===== src/hw/rtl/lir_pkg.sv =====
// ----------------------------------------------------------------------------
// lir_pkg
// Shared constants, register indexes, sequencer states and control types of
// the linear interpolation resampler.
// ----------------------------------------------------------------------------
package lir_pkg;

    localparam int SAMPLE_BITS_DEF = 24;
    localparam int FRAC_BITS_DEF   = 16;
    localparam int STEP_BITS       = 20;
    localparam int PHASE_INT_BITS  = 5;
    localparam int MAX_RUN         = 16;
    localparam int RUN_CNT_BITS    = $clog2(MAX_RUN);
    localparam int CFG_INDEX_BITS  = 1;

    typedef enum logic [CFG_INDEX_BITS-1:0] {
        CFG_RESAMPLE_ENABLE = 1'b0,
        CFG_STEP_RATIO      = 1'b1
    } lir_cfg_index_t;

    typedef enum logic [2:0] {
        ST_IDLE,
        ST_DECIDE,
        ST_CHECK,
        ST_EMIT,
        ST_FINISH
    } lir_state_t;

    typedef struct packed {
        logic load_diff;
        logic mul_en;
    } lir_unit_ctl_t;

endpackage


===== src/hw/rtl/lir_interp_unit.sv =====
// ----------------------------------------------------------------------------
// lir_interp_unit
// Shared interpolation datapath: difference register, one registered
// multiplier and the final add with a flooring shift.
// ----------------------------------------------------------------------------
module lir_interp_unit
    import lir_pkg::*;
#(
    parameter int SAMPLE_BITS = SAMPLE_BITS_DEF,
    parameter int FRAC_BITS   = FRAC_BITS_DEF
)
(
    input  logic                   clk,
    input  lir_unit_ctl_t          ctl,
    input  logic [SAMPLE_BITS-1:0] x_sample,
    input  logic [SAMPLE_BITS-1:0] p_sample,
    input  logic [FRAC_BITS-1:0]   phase_frac,
    output logic [SAMPLE_BITS-1:0] y_sample
);

    localparam int PROD_BITS = SAMPLE_BITS + FRAC_BITS + 2;

    logic signed [SAMPLE_BITS:0]   diff_reg;
    logic signed [SAMPLE_BITS:0]   diff_next;
    logic signed [PROD_BITS-1:0]   prod_reg;
    logic signed [PROD_BITS-1:0]   prod_next;
    logic signed [PROD_BITS-1:0]   prod_shifted;

    assign diff_next = $signed({x_sample[SAMPLE_BITS-1], x_sample})
                     - $signed({p_sample[SAMPLE_BITS-1], p_sample});
    assign prod_next = diff_reg * $signed({1'b0, phase_frac});

    always_ff @(posedge clk)
    begin
        if (ctl.load_diff)
        begin
            diff_reg <= diff_next;
        end
        if (ctl.mul_en)
        begin
            prod_reg <= prod_next;
        end
    end

    // The arithmetic shift floors; the true result lies between the two
    // samples, so the low bits of the sum are exact.
    assign prod_shifted = prod_reg >>> FRAC_BITS;
    assign y_sample     = p_sample + prod_shifted[SAMPLE_BITS-1:0];

endmodule


===== src/hw/rtl/lir_ctrl.sv =====
// ----------------------------------------------------------------------------
// lir_ctrl
// Sequencer of the resampler: input capture, sample and phase state, run
// counter and the output word register.
// ----------------------------------------------------------------------------
module lir_ctrl
    import lir_pkg::*;
#(
    parameter int SAMPLE_BITS = SAMPLE_BITS_DEF,
    parameter int FRAC_BITS   = FRAC_BITS_DEF
)
(
    input  logic                   clk,
    input  logic                   rst_n,
    input  logic                   enable,
    input  logic [STEP_BITS-1:0]   step,
    input  logic                   in_valid,
    output logic                   in_ready,
    input  logic [SAMPLE_BITS-1:0] in_sample,
    output logic                   out_valid,
    input  logic                   out_ready,
    output logic [SAMPLE_BITS-1:0] out_sample,
    output logic                   out_last,
    output lir_unit_ctl_t          ctl,
    output logic [SAMPLE_BITS-1:0] x_sample,
    output logic [SAMPLE_BITS-1:0] p_sample,
    output logic [FRAC_BITS-1:0]   phase_frac,
    input  logic [SAMPLE_BITS-1:0] y_sample
);

    localparam int PH_W  = FRAC_BITS + PHASE_INT_BITS;
    localparam int ACC_W = ((PH_W > STEP_BITS) ? PH_W : STEP_BITS) + 1;
    localparam logic [ACC_W-1:0]        PHASE_ONE = ACC_W'(1) << FRAC_BITS;
    localparam logic [RUN_CNT_BITS-1:0] LAST_CNT  = RUN_CNT_BITS'(MAX_RUN - 1);

    lir_state_t              state_reg;
    lir_state_t              state_next;
    logic [SAMPLE_BITS-1:0]  x_reg;
    logic [SAMPLE_BITS-1:0]  prev_reg;
    logic                    have_prev_reg;
    logic [ACC_W-1:0]        phase_reg;
    logic [RUN_CNT_BITS-1:0] cnt_reg;
    logic                    out_valid_reg;
    logic [SAMPLE_BITS-1:0]  out_sample_reg;
    logic                    out_last_reg;

    logic                    accept;
    logic                    out_free;
    logic                    phase_below_one;
    logic [ACC_W-1:0]        phase_sum;
    logic [ACC_W-1:0]        phase_sub;
    logic [ACC_W-1:0]        phase_wrap;
    logic                    run_last;
    logic                    emit_pass;
    logic                    emit_run;
    logic                    prime;
    logic                    finish;

    assign accept          = in_valid && in_ready;
    assign out_free        = !out_valid_reg || out_ready;
    assign phase_below_one = (phase_reg >> FRAC_BITS) == '0;
    assign phase_sum       = phase_reg + ACC_W'(step);
    assign phase_sub       = phase_reg - PHASE_ONE;
    assign phase_wrap      = phase_below_one ? '0 : ACC_W'(phase_sub[PH_W-1:0]);
    assign run_last        = ((phase_sum >> FRAC_BITS) != '0) || (cnt_reg == LAST_CNT);

    // Next state.
    always_comb
    begin
        state_next = state_reg;
        case (state_reg)
            ST_IDLE:
            begin
                if (in_valid)
                begin
                    state_next = ST_DECIDE;
                end
            end
            ST_DECIDE:
            begin
                if (!enable)
                begin
                    if (out_free)
                    begin
                        state_next = ST_IDLE;
                    end
                end
                else if (!have_prev_reg)
                begin
                    state_next = ST_IDLE;
                end
                else
                begin
                    state_next = ST_CHECK;
                end
            end
            ST_CHECK:
            begin
                state_next = phase_below_one ? ST_EMIT : ST_FINISH;
            end
            ST_EMIT:
            begin
                if (out_free)
                begin
                    state_next = run_last ? ST_FINISH : ST_CHECK;
                end
            end
            ST_FINISH:
            begin
                state_next = ST_IDLE;
            end
            default:
            begin
                state_next = ST_IDLE;
            end
        endcase
    end

    // Sequencer outputs.
    always_comb
    begin
        in_ready      = 1'b0;
        ctl.load_diff = 1'b0;
        ctl.mul_en    = 1'b0;
        emit_pass     = 1'b0;
        emit_run      = 1'b0;
        prime         = 1'b0;
        finish        = 1'b0;
        case (state_reg)
            ST_IDLE:
            begin
                in_ready = 1'b1;
            end
            ST_DECIDE:
            begin
                emit_pass     = !enable && out_free;
                prime         = enable && !have_prev_reg;
                ctl.load_diff = enable && have_prev_reg;
            end
            ST_CHECK:
            begin
                ctl.mul_en = phase_below_one;
            end
            ST_EMIT:
            begin
                emit_run = out_free;
            end
            ST_FINISH:
            begin
                finish = 1'b1;
            end
            default:
            begin
                in_ready = 1'b0;
            end
        endcase
    end

    always_ff @(posedge clk or negedge rst_n)
    begin
        if (!rst_n)
        begin
            state_reg     <= ST_IDLE;
            prev_reg      <= '0;
            have_prev_reg <= 1'b0;
            phase_reg     <= '0;
            cnt_reg       <= '0;
            out_valid_reg <= 1'b0;
        end
        else
        begin
            state_reg <= state_next;
            if (prime || finish)
            begin
                prev_reg <= x_reg;
            end
            if (prime)
            begin
                have_prev_reg <= 1'b1;
            end
            if (emit_run)
            begin
                phase_reg <= phase_sum;
            end
            else if (finish)
            begin
                phase_reg <= phase_wrap;
            end
            if (ctl.load_diff)
            begin
                cnt_reg <= '0;
            end
            else if (emit_run)
            begin
                cnt_reg <= cnt_reg + 1'b1;
            end
            if (emit_pass || emit_run)
            begin
                out_valid_reg <= 1'b1;
            end
            else if (out_ready)
            begin
                out_valid_reg <= 1'b0;
            end
        end
    end

    always_ff @(posedge clk)
    begin
        if (accept)
        begin
            x_reg <= in_sample;
        end
        if (emit_pass)
        begin
            out_sample_reg <= x_reg;
            out_last_reg   <= 1'b1;
        end
        else if (emit_run)
        begin
            out_sample_reg <= y_sample;
            out_last_reg   <= run_last;
        end
    end

    assign out_valid  = out_valid_reg;
    assign out_sample = out_sample_reg;
    assign out_last   = out_last_reg;
    assign x_sample   = x_reg;
    assign p_sample   = prev_reg;
    assign phase_frac = phase_reg[FRAC_BITS-1:0];

    // A word is only interpolated while the phase is below one.
    a_emit_phase: assert property (@(posedge clk) disable iff (!rst_n)
        (state_reg == ST_EMIT) |-> phase_below_one)
        else $error("interpolation with phase at or above one");

    // The final word of a run hands over to the phase wrap.
    a_last_finish: assert property (@(posedge clk) disable iff (!rst_n)
        (emit_run && run_last) |=> (state_reg == ST_FINISH))
        else $error("run did not close after its last word");

    // Once primed, the stored sample stays valid until reset.
    a_prev_kept: assert property (@(posedge clk) disable iff (!rst_n)
        !$fell(have_prev_reg))
        else $error("stored sample lost without reset");

    // Passthrough leaves the interpolation phase untouched.
    a_pass_phase: assert property (@(posedge clk) disable iff (!rst_n)
        (state_reg == ST_DECIDE && !enable) |=> $stable(phase_reg))
        else $error("passthrough changed the phase");

endmodule


===== src/hw/rtl/linear_interp_resampler_top.sv =====
// ----------------------------------------------------------------------------
// linear_interp_resampler_top
// Linear interpolation sample-rate converter for a mono stream, with a
// passthrough mode and a configuration write channel.
// ----------------------------------------------------------------------------
//  Channel   Direction  Handshake              Content
//  s_axis    in         tvalid / tready        one input sample per word
//  m_axis    out        tvalid / tready        one result sample, tlast ends run
//  cfg       in         cfg_valid / cfg_ready  register index and write data
//
// A passthrough word goes through the decide state to the output register;
// a priming word is only stored as the previous sample. In resample mode a
// word loads the difference (decide), then per result multiplies (check) and
// adds (emit), then wraps the phase, also when no result is due; 0 to 16
// results share the one multiplier. Reset clears the stored sample, the
// phase and all handshake state. A stalled m_axis holds the sequencer until
// the output register is free; s_axis is ready only between words.
// ----------------------------------------------------------------------------
module linear_interp_resampler_top
    import lir_pkg::*;
#(
    parameter int SAMPLE_BITS  = SAMPLE_BITS_DEF,
    parameter int FRAC_BITS    = FRAC_BITS_DEF,
    localparam int TDATA_BITS  = ((SAMPLE_BITS + 7) / 8) * 8
)
(
    input  logic                      clk,
    input  logic                      rst_n,
    input  logic                      s_axis_tvalid,
    output logic                      s_axis_tready,
    input  logic [TDATA_BITS-1:0]     s_axis_tdata,   // sample_in
    output logic                      m_axis_tvalid,
    input  logic                      m_axis_tready,
    output logic [TDATA_BITS-1:0]     m_axis_tdata,   // sample_out
    output logic                      m_axis_tlast,
    input  logic                      cfg_valid,
    output logic                      cfg_ready,
    input  logic [CFG_INDEX_BITS-1:0] cfg_index,
    input  logic [STEP_BITS-1:0]      cfg_data
);

    logic                   enable_reg;
    logic [STEP_BITS-1:0]   step_reg;
    lir_unit_ctl_t          unit_ctl;
    logic [SAMPLE_BITS-1:0] x_sample;
    logic [SAMPLE_BITS-1:0] p_sample;
    logic [FRAC_BITS-1:0]   phase_frac;
    logic [SAMPLE_BITS-1:0] y_sample;
    logic [SAMPLE_BITS-1:0] out_sample;

    assign cfg_ready = 1'b1;

    always_ff @(posedge clk or negedge rst_n)
    begin
        if (!rst_n)
        begin
            enable_reg <= 1'b0;
            step_reg   <= STEP_BITS'(65536);
        end
        else if (cfg_valid && cfg_ready)
        begin
            case (cfg_index)
                CFG_RESAMPLE_ENABLE: enable_reg <= cfg_data[0];
                CFG_STEP_RATIO:      step_reg   <= cfg_data;
                default:             enable_reg <= enable_reg;
            endcase
        end
    end

    lir_ctrl #(
        .SAMPLE_BITS (SAMPLE_BITS),
        .FRAC_BITS   (FRAC_BITS)
    ) u_ctrl (
        .clk        (clk),
        .rst_n      (rst_n),
        .enable     (enable_reg),
        .step       (step_reg),
        .in_valid   (s_axis_tvalid),
        .in_ready   (s_axis_tready),
        .in_sample  (s_axis_tdata[SAMPLE_BITS-1:0]),
        .out_valid  (m_axis_tvalid),
        .out_ready  (m_axis_tready),
        .out_sample (out_sample),
        .out_last   (m_axis_tlast),
        .ctl        (unit_ctl),
        .x_sample   (x_sample),
        .p_sample   (p_sample),
        .phase_frac (phase_frac),
        .y_sample   (y_sample)
    );

    lir_interp_unit #(
        .SAMPLE_BITS (SAMPLE_BITS),
        .FRAC_BITS   (FRAC_BITS)
    ) u_interp (
        .clk        (clk),
        .ctl        (unit_ctl),
        .x_sample   (x_sample),
        .p_sample   (p_sample),
        .phase_frac (phase_frac),
        .y_sample   (y_sample)
    );

    assign m_axis_tdata = TDATA_BITS'(out_sample);

endmodule


===== config.mk =====
export PLATFORM = sky130hd
export DESIGN_NAME = linear_interp_resampler_top
export DESIGN_NICKNAME = d
export VERILOG_FILES = /design/src/hw/rtl/lir_pkg.sv /design/src/hw/rtl/lir_interp_unit.sv /design/src/hw/rtl/lir_ctrl.sv /design/src/hw/rtl/linear_interp_resampler_top.sv
export SDC_FILE = /design/constraint.sdc
export NUM_CORES = 1
export LEC_CHECK = 0
export ABC_CLOCK_PERIOD_IN_PS = 6700
export BUFFER_PORTS_ARGS = -buffer_cell sky130_fd_sc_hd__clkbuf_2
export CORE_AREA = 3 3 247 201
export DETAILED_ROUTE_END_ITERATION = 8
export DIE_AREA = 0 0 250 204
export GPL_TIMING_DRIVEN = 0
export PLACE_DENSITY = 0.68
export SLEW_MARGIN = 20
export SYNTH_ARGS = -nofsm -noshare
export SYNTH_HDL_FRONTEND = slang
export SYNTH_HIERARCHICAL = 1
export SYNTH_SLANG_ARGS = --single-unit

===== constraint.sdc =====
create_clock -name clk -period 6.7 [get_ports clk]
set_input_delay 0.67 -clock clk [delete_from_list [all_inputs] [get_ports clk]]
set_output_delay 0.67 -clock clk [all_outputs]
set_load 0.05 [all_outputs]

==> metrics.md, run 1 <==
| Metric | Value |
|---|---|
| Worst Setup End Kind | `register` |
| Core area | `between 0.04 and 0.05 sq mm` |
| Hold_buf cts | `0` |
| Most used flip-flop cell after synthesis | `edfxtp_1` |
| Layout cells sized above 1 | `16.0%` |
| CP startpoint kind | `register` |
| Final hold vios | `0` |
| CTS root buffer | `clkbuf_16` |
| Die Span Y | `204 microns` |
| Via/cell ratio | `5.45` |
| Routed len/inst | `~20 microns` |
| Synth Area in Adders | `41.0%` |
| Layout Cells excl Fill | `3197` |
| Largest family of logic cells by synthesized area | `adder cells` |
| Distinct cells, synth | `88` |
| Total wire length | `64100 microns` |
| Largest stage delay, worst path | `530 ps` |
| P&R area growth vs syn | `12.8%` |
| Post-synth ARST share | `43.7%` |
| Detailed placement HPWL | `approximately 51000 microns` |
| Drt drc | `0` |
| IO Count | `78` |
| Layout Skew | `around 21 ps` |
| Die area | `0.0510 sq mm` |
| Die X-Extent | `250 microns` |
| Pin count of the biggest net entering global routing | `49` |
| Min-Delay Path Class | `primary input to asynchronous set/reset pin` |
| Reg-to-reg setup timing slack | `100 ps` |
| First-pass GRT wire length | `between 100000 and 150000 microns` |
| Warnings, synthesis | `6` |
| H-tree level count | `4` |
| Clock Latency Late Sink | `460 ps` |
| Compound-gate portion of the synthesized area | `under 10%` |
| Cells along the critical path | `buf_6 -> and2_1 -> fa_1 -> inv_1 -> fa_2 -> fa_1 -> inv_1 -> fa_1 -> fa_1 -> inv_1 -> fa_1 -> inv_1 -> ha_4 -> nand4_1 -> nor2_4 -> nand4_1 -> a31oi_4 -> a21oi_2 -> o21bai_1 -> a21o_1 -> a21oi_1 -> xnor2_1` |
| CTS tree | `yes` |
| Multiplexer share of the synthesized area | `under 10%` |
| Mapped Nets | `2986` |
| Gpl congestion | `0.945` |
| Post-synth EDFFs | `97` |
| Synth Area in XOR/XNOR | `3.53%` |
| CTS Buf Count | `17` |
| Max reg flops | `25` |
| Final nets | `3158` |
| Vias | `17400` |
| Crit path arrival time | `6800 ps` |
| Final setup viols | `0` |
| Crit path required time | `6900 ps` |
| Max Freq | `around 150 MHz` |
| Antenna-violating nets left | `0` |
| TritonRoute pass-1 iters | `6` |
| Max-cap violations | `0` |
| DR iter-0 viols | `1355` |
| Kind of critical path | `register to register` |
| Min cycle time layout | `6600 ps` |
| Most used cell, CP | `fa_1` |
| Slowest CP cell | `edfxtp_1` |
| Syn Inst Count | `2391` |
| Starting Density | `50.2%` |
| Crit Path Max Fanout | `6` |
| Worst-path clk slew | `about 80 ps` |
| Post-route setup TNS | `0 ps` |
| Row cnt | `just over 70` |
| Period Utilization, post-route | `98.5%` |
| Vias in the first global route | `18400` |
| Status | `complete, no violations` |
| Post-synthesis sequential area ratio | `20.5%` |
| Max-slew violation count | `0` |
| Placed insts | `3090` |
| Initial antenna violation count | `2` |
| Simple-gate share of the synthesized area | `13.4%` |
| Post-synthesis cell area | `between 0.02 and 0.025 sq mm` |
| Syn Area/Cell | `roughly 9.9 sq um` |
| Total grt overflow | `0` |
| Yosys reg bits | `174` |
| I/O Buffers | `76` |
| Longest Clk Path Bufs | `2` |
| Tot GR Track Use | `25.8%` |
| # clock sinks | `174` |
| Slew @ Worst Pin | `984 ps` |
| Slew margin rel. | `34.2%` |
==> cell families (layout without fill, tap and decap cells) <==
logic type / Yosys count / after routing
simple gates: 644 / 644
buf+inv: 599 / 784
fa+ha+maj: 545 / 545
compound gates: 260 / 260
flops: 174 / 174
xor+xnor: 95 / 95
mux: 73 / 73
other cells: 1 / 2
==> per-stage QoR <==
step | worst slack, ps | utilization [%] | hold slack (ps) | instance area, sq um
floorplan | 430 | - | 374 | 23600
global placement | -853 | 52.6 | 474 | 24700
detailed placement | -932 | 52.8 | 478 | 24800
CTS | 1.02 | 55.0 | 172 | 25900
global route | -48.8 | 56.6 | 205 | 26600
finish | 100 | 56.6 | 178 | 26600
==> routing by layer <==
metal  part of all wire [%]  track usage [%]  up-vias
li1                       -                -     7808
met1                     42             35.3     8805
met2                     47             41.7      701
met3                    7.9             5.03      119
met4                    3.0             8.53        0
met5                      0                0        -
==> worst max-delay path, delay by kind of cell, from the launching register on <==
kind	cells	cell delay, ps
adder cells (fa/ha/maj)	7	3170
AO/OA/AOI/OAI	5	1030
AND/OR/NAND/NOR	4	990
flip-flops	1	530
buffers and inverters	5	480
XOR/XNOR	1	130
==> path summary, 6_finish.rpt <==
kind                                                          to  cells after the start                        startpoint
worst max-delay path             u_interp/prod_reg[32]$_DFFE_PP_                     22   u_interp/diff_reg[15]$_DFFE_PP_
worst min-delay path             u_ctrl/p_sample[22]$_DFFE_PN0P_                      1                             rst_n
worst max register to register   u_interp/prod_reg[32]$_DFFE_PP_                     22   u_interp/diff_reg[15]$_DFFE_PP_
worst min register to register  u_ctrl/have_prev_reg$_DFFE_PN0P_                      1  u_ctrl/have_prev_reg$_DFFE_PN0P_
max in group asynchronous         u_ctrl/p_sample[6]$_DFFE_PN0P_                      2                             rst_n
min in group clk                   u_ctrl/x_sample[20]$_DFFE_PP_                      1                  s_axis_tdata[20]
==> cell usage in the layout, fill, tap and decap left out, types with 7 or more instances in the layout <==
master | synthesis | layout
mux2_4 | 20 | 20
a31oi_1 | 10 | 9
edfxtp_1 | 97 | 97
buf_6 | 3 | 27
clkbuf_2 | 0 | 83
o21ai_0 | 42 | 41
nor3_1 | 23 | 23
dfrtp_1 | 75 | 75
and2_1 | 164 | 163
xor2_1 | 29 | 29
nand3_1 | 25 | 25
buf_12 | 0 | 7
a211oi_1 | 10 | 10
ha_4 | 0 | 8
xnor2_1 | 66 | 66
clkbuf_4 | 0 | 17
ha_1 | 165 | 154
inv_1 | 504 | 501
a21o_1 | 23 | 23
nor2_1 | 57 | 56
o211ai_1 | 9 | 9
nand2b_1 | 13 | 12
buf_8 | 0 | 13
o21bai_1 | 9 | 9
nand4_1 | 11 | 11
buf_4 | 21 | 76
and3_1 | 10 | 9
clkbuf_1 | 68 | 14
mux2_2 | 49 | 49
nor2b_1 | 11 | 11
clkbuf_16 | 0 | 17
fa_1 | 380 | 372
o21a_1 | 15 | 15
nand2_1 | 290 | 289
fa_2 | 0 | 8
a21oi_1 | 84 | 82
==> final cells by class <==
type	count	area, sq um
fill	4051	20400
multi-input combinational	1618	16600
sequential	174	4840
inverter	504	1900
timing repair buffer	154	1040
buffer	94	893
tap	620	776
clock buffer	17	425
clock inverter	15	168
antenna	1	2.50
==> Yosys cell counts (11+ instances only) <==
library cell / count / area (sq um)
o21a_1: 15 / 113
mux2_2: 49 / 552
mux2_4: 20 / 300
nor2_1: 57 / 214
ha_1: 165 / 2060
edfxtp_1: 97 / 2910
nand2b_1: 13 / 81.3
nand2_1: 290 / 1090
a21o_1: 23 / 173
xnor2_1: 66 / 578
nor3_1: 23 / 115
o21ai_0: 42 / 210
fa_1: 380 / 7610
dfrtp_1: 75 / 1880
clkbuf_1: 68 / 255
nand3_1: 25 / 125
xor2_1: 29 / 254
nand4_1: 11 / 68.8
nor2b_1: 11 / 68.8
a21oi_1: 84 / 420
inv_1: 504 / 1890
and2_1: 164 / 1030
buf_4: 21 / 158
==> what timing repair did <==
| item | in CTS | in global routing |
|---|---|---|
| gates resized for setup | 110 | 119 |
| setup endpoints to repair | 20 | 11 |
| setup buffers | 22 | 52 |
| pin swaps | 10 | 27 |
| gates cloned | 0 | 1 |
Power of run 1 is left out: the tool's default activity adds up to more than one toggle a clock period on the data nets, which glitch-free logic cannot reach.
==> inputs of run 2 (changes only) <==
--- a/config.mk
+++ b/config.mk
@@ -11,7 +11,7 @@
 export DETAILED_ROUTE_END_ITERATION = 8
 export DIE_AREA = 0 0 250 204
 export GPL_TIMING_DRIVEN = 0
-export PLACE_DENSITY = 0.68
+export PLACE_DENSITY_LB_ADDON = 0.2
 export SLEW_MARGIN = 20
 export SYNTH_ARGS = -nofsm -noshare
 export SYNTH_HDL_FRONTEND = slang
==> metrics.md, run 2 (same netlist as run 1, synthesis figures left out) <==
| Metric | Value |
|---|---|
| Antenna-violating nets left | `0 (unchanged)` |
| Placed insts | `3091 (+0.032%)` |
| RSZ-0062 raised after global routing | `true` |
| Reg-to-reg setup timing slack | `90 ps (about the same)` |
| DR iter-0 viols | `1201 (-11%)` |
| I/O Buffers | `76 (unchanged)` |
| Gpl congestion | `0.923 (-2.3%)` |
| Row cnt | `71 (unchanged)` |
| Max-slew violation count | `0 (unchanged)` |
| P&R area growth vs syn | `13.4%` |
| Pin count of the biggest net entering global routing | `45 (-8.2%)` |
| Total grt overflow | `0 (unchanged)` |
| CP startpoint kind | `register` |
| R2r endpoint | `u_interp/prod_reg[39]$_DFFE_PP_` |
| Die Span Y | `204 microns (unchanged)` |
| Min cycle time layout | `6610 ps (+9.39 ps)` |
| Layout Cells excl Fill | `3212 (+0.47%)` |
| H-tree level count | `4 (unchanged)` |
| Vias | `17300 (-1.0%)` |
| Layout Skew | `18.5 ps (-2.66 ps)` |
| Crit path required time | `6900 ps (about the same)` |
| CP endpoint | `u_interp/prod_reg[39]$_DFFE_PP_` |
| Crit Path Max Fanout | `10 (+4)` |
| Final setup viols | `0 (unchanged)` |
| Worst Setup End Kind | `register` |
| Final nets | `3173 (+0.47%)` |
| Kind of critical path | `register to register` |
| Routed len/inst | `20.3 microns (+0.99%)` |
| TritonRoute pass-1 iters | `6 (unchanged)` |
| Vias in the first global route | `18200 (-0.77%)` |
| IO Count | `78 (unchanged)` |
| Initial antenna violation count | `1 (-1)` |
| Commonest non-fill, non-tap cells in the layout | `499 x inv_1, 374 x fa_1, 286 x nand2_1` |
| Core area | `0.0470 sq mm (unchanged)` |
| Worst-path clk slew | `70 ps (about the same)` |
| Slew @ Worst Pin | `933 ps (-50.5 ps)` |
| Clock Latency Late Sink | `450 ps (about the same)` |
| CTS tree | `yes` |
| Commonest non-fill, non-tap cell in the layout | `inv_1` |
| Max-cap violations | `0 (unchanged)` |
| Max Freq | `151 MHz (-0.14%)` |
| Via/cell ratio | `5.37 (-1.5%)` |
| Status | `complete, no violations` |
| Detailed placement HPWL | `51500 microns (+0.57%)` |
| Reg2reg start | `u_interp/diff_reg[4]$_DFFE_PP_` |
| Die X-Extent | `250 microns (unchanged)` |
| Starting Density | `50.2% (unchanged)` |
| Worst R2R Path Depth | `20 (-9.1%)` |
| Min-Delay Path Class | `primary input to asynchronous set/reset pin` |
| Final hold vios | `0 (unchanged)` |
| Period Utilization, post-route | `98.6% (+0.14 points)` |
| Crit path arrival time | `6810 ps (about the same)` |
| Drt drc | `0 (unchanged)` |
| CTS Buf Count | `17 (unchanged)` |
| # fillers | `4110 (+1.5%)` |
| Hold_buf cts | `0 (unchanged)` |
| # clock sinks | `174 (unchanged)` |
| Post-route setup TNS | `0 ps (unchanged)` |
| Die area | `0.0510 sq mm (unchanged)` |
| Tot GR Track Use | `26.2% (+0.35 points)` |
| Total wire length | `65100 microns (+1.5%)` |
| First-pass GRT wire length | `102000 microns (+0.23%)` |
| CTS root buffer | `clkbuf_16` |
| Max reg flops | `25 (unchanged)` |
| Slew margin rel. | `37.3% (+3.1 points)` |
| Layout cells sized above 1 | `16.6% (+0.68 points)` |
| Critical Path Start | `u_interp/diff_reg[4]$_DFFE_PP_` |
| Longest Clk Path Bufs | `2 (unchanged)` |
-- run 2: cell type report --
| type | instances | area [sq um] | area share, % |
|---|---|---|---|
| Multi-Input combinational cell | 1618 | 16600 | 61.9 |
| Inverter | 504 | 1900 | 7.10 |
| Sequential cell | 174 | 4840 | 18.1 |
| Tap cell | 620 | 776 | 2.90 |
| Antenna cell | 1 | 2.50 | 0.00936 |
| Timing Repair Buffer | 170 | 1150 | 4.32 |
| Clock buffer | 18 | 429 | 1.61 |
| Buffer | 93 | 923 | 3.46 |
| Clock inverter | 14 | 153 | 0.571 |
-- run 2: per-stage QoR --
| step | util, % | instance area, sq um | hold slack, ps | setup WS [ps] |
|---|---|---|---|---|
| 5_1_grt | 56.9 | 26700 | 226 | -86.0 |
| 4_1_cts | 55.0 | 25900 | 216 | 1.34 |
| 3_5_place_dp | 52.8 | 24800 | 486 | -907 |
| 3_3_place_gp | 52.6 | 24700 | 474 | -876 |
| 6_report | 56.9 | 26700 | 214 | 90.7 |
| 2_1_floorplan | - | 23600 | 374 | 430 |
-- run 2: worst min-delay path by stage --
stage	from	endpoint	slack, ps	cells past startpoint
detailed placement	u_ctrl/have_prev_reg$_DFFE_PN0P_	u_ctrl/have_prev_reg$_DFFE_PN0P_	490	1
global placement	u_ctrl/have_prev_reg$_DFFE_PN0P_	u_ctrl/have_prev_reg$_DFFE_PN0P_	470	1
global route	rst_n	u_ctrl/phase_reg[18]$_DFFE_PN0P_	230	1
finish	rst_n	u_ctrl/phase_reg[18]$_DFFE_PN0P_	210	1
floorplan	rst_n	enable_reg$_DFFE_PN0P_	370	0
CTS	rst_n	u_ctrl/phase_reg[18]$_DFFE_PN0P_	220	1
-- run 2: critical path, cell delays in order, from the launching register on --
cell and delay, ps:
edfxtp_1 520, clkbuf_2 310, and2_1 220, fa_1 470, fa_1 510, fa_1 570, fa_2 460, fa_1 490
inv_1 50, fa_1 480, inv_1 50, ha_2 310, a21oi_4 260, nor3_1 140, a2111oi_4 260, a31oi_4 220
o211ai_2 280, o21ai_2 100, or3_4 390, a31oi_4 160, xnor2_2 80
-- run 2: routing by layer --
metal	vias up	routed length, microns	GRT usage [%]
met5	-	0	0
li1	7833	-	-
met3	112	4230	5.33
met2	550	30200	42.1
met4	0	2040	9.02
met1	8762	28700	35.5
-- run 2: what timing repair did --
| item | in CTS | in global routing |
|---|---|---|
| pin swaps | 7 | 33 |
| cloned | 0 | 2 |
| gates resized for setup | 115 | 124 |
| endpoints found under the setup margin | 20 | 8 |
| setup buffers | 18 | 70 |
Power of run 2 is left out for the same reason.
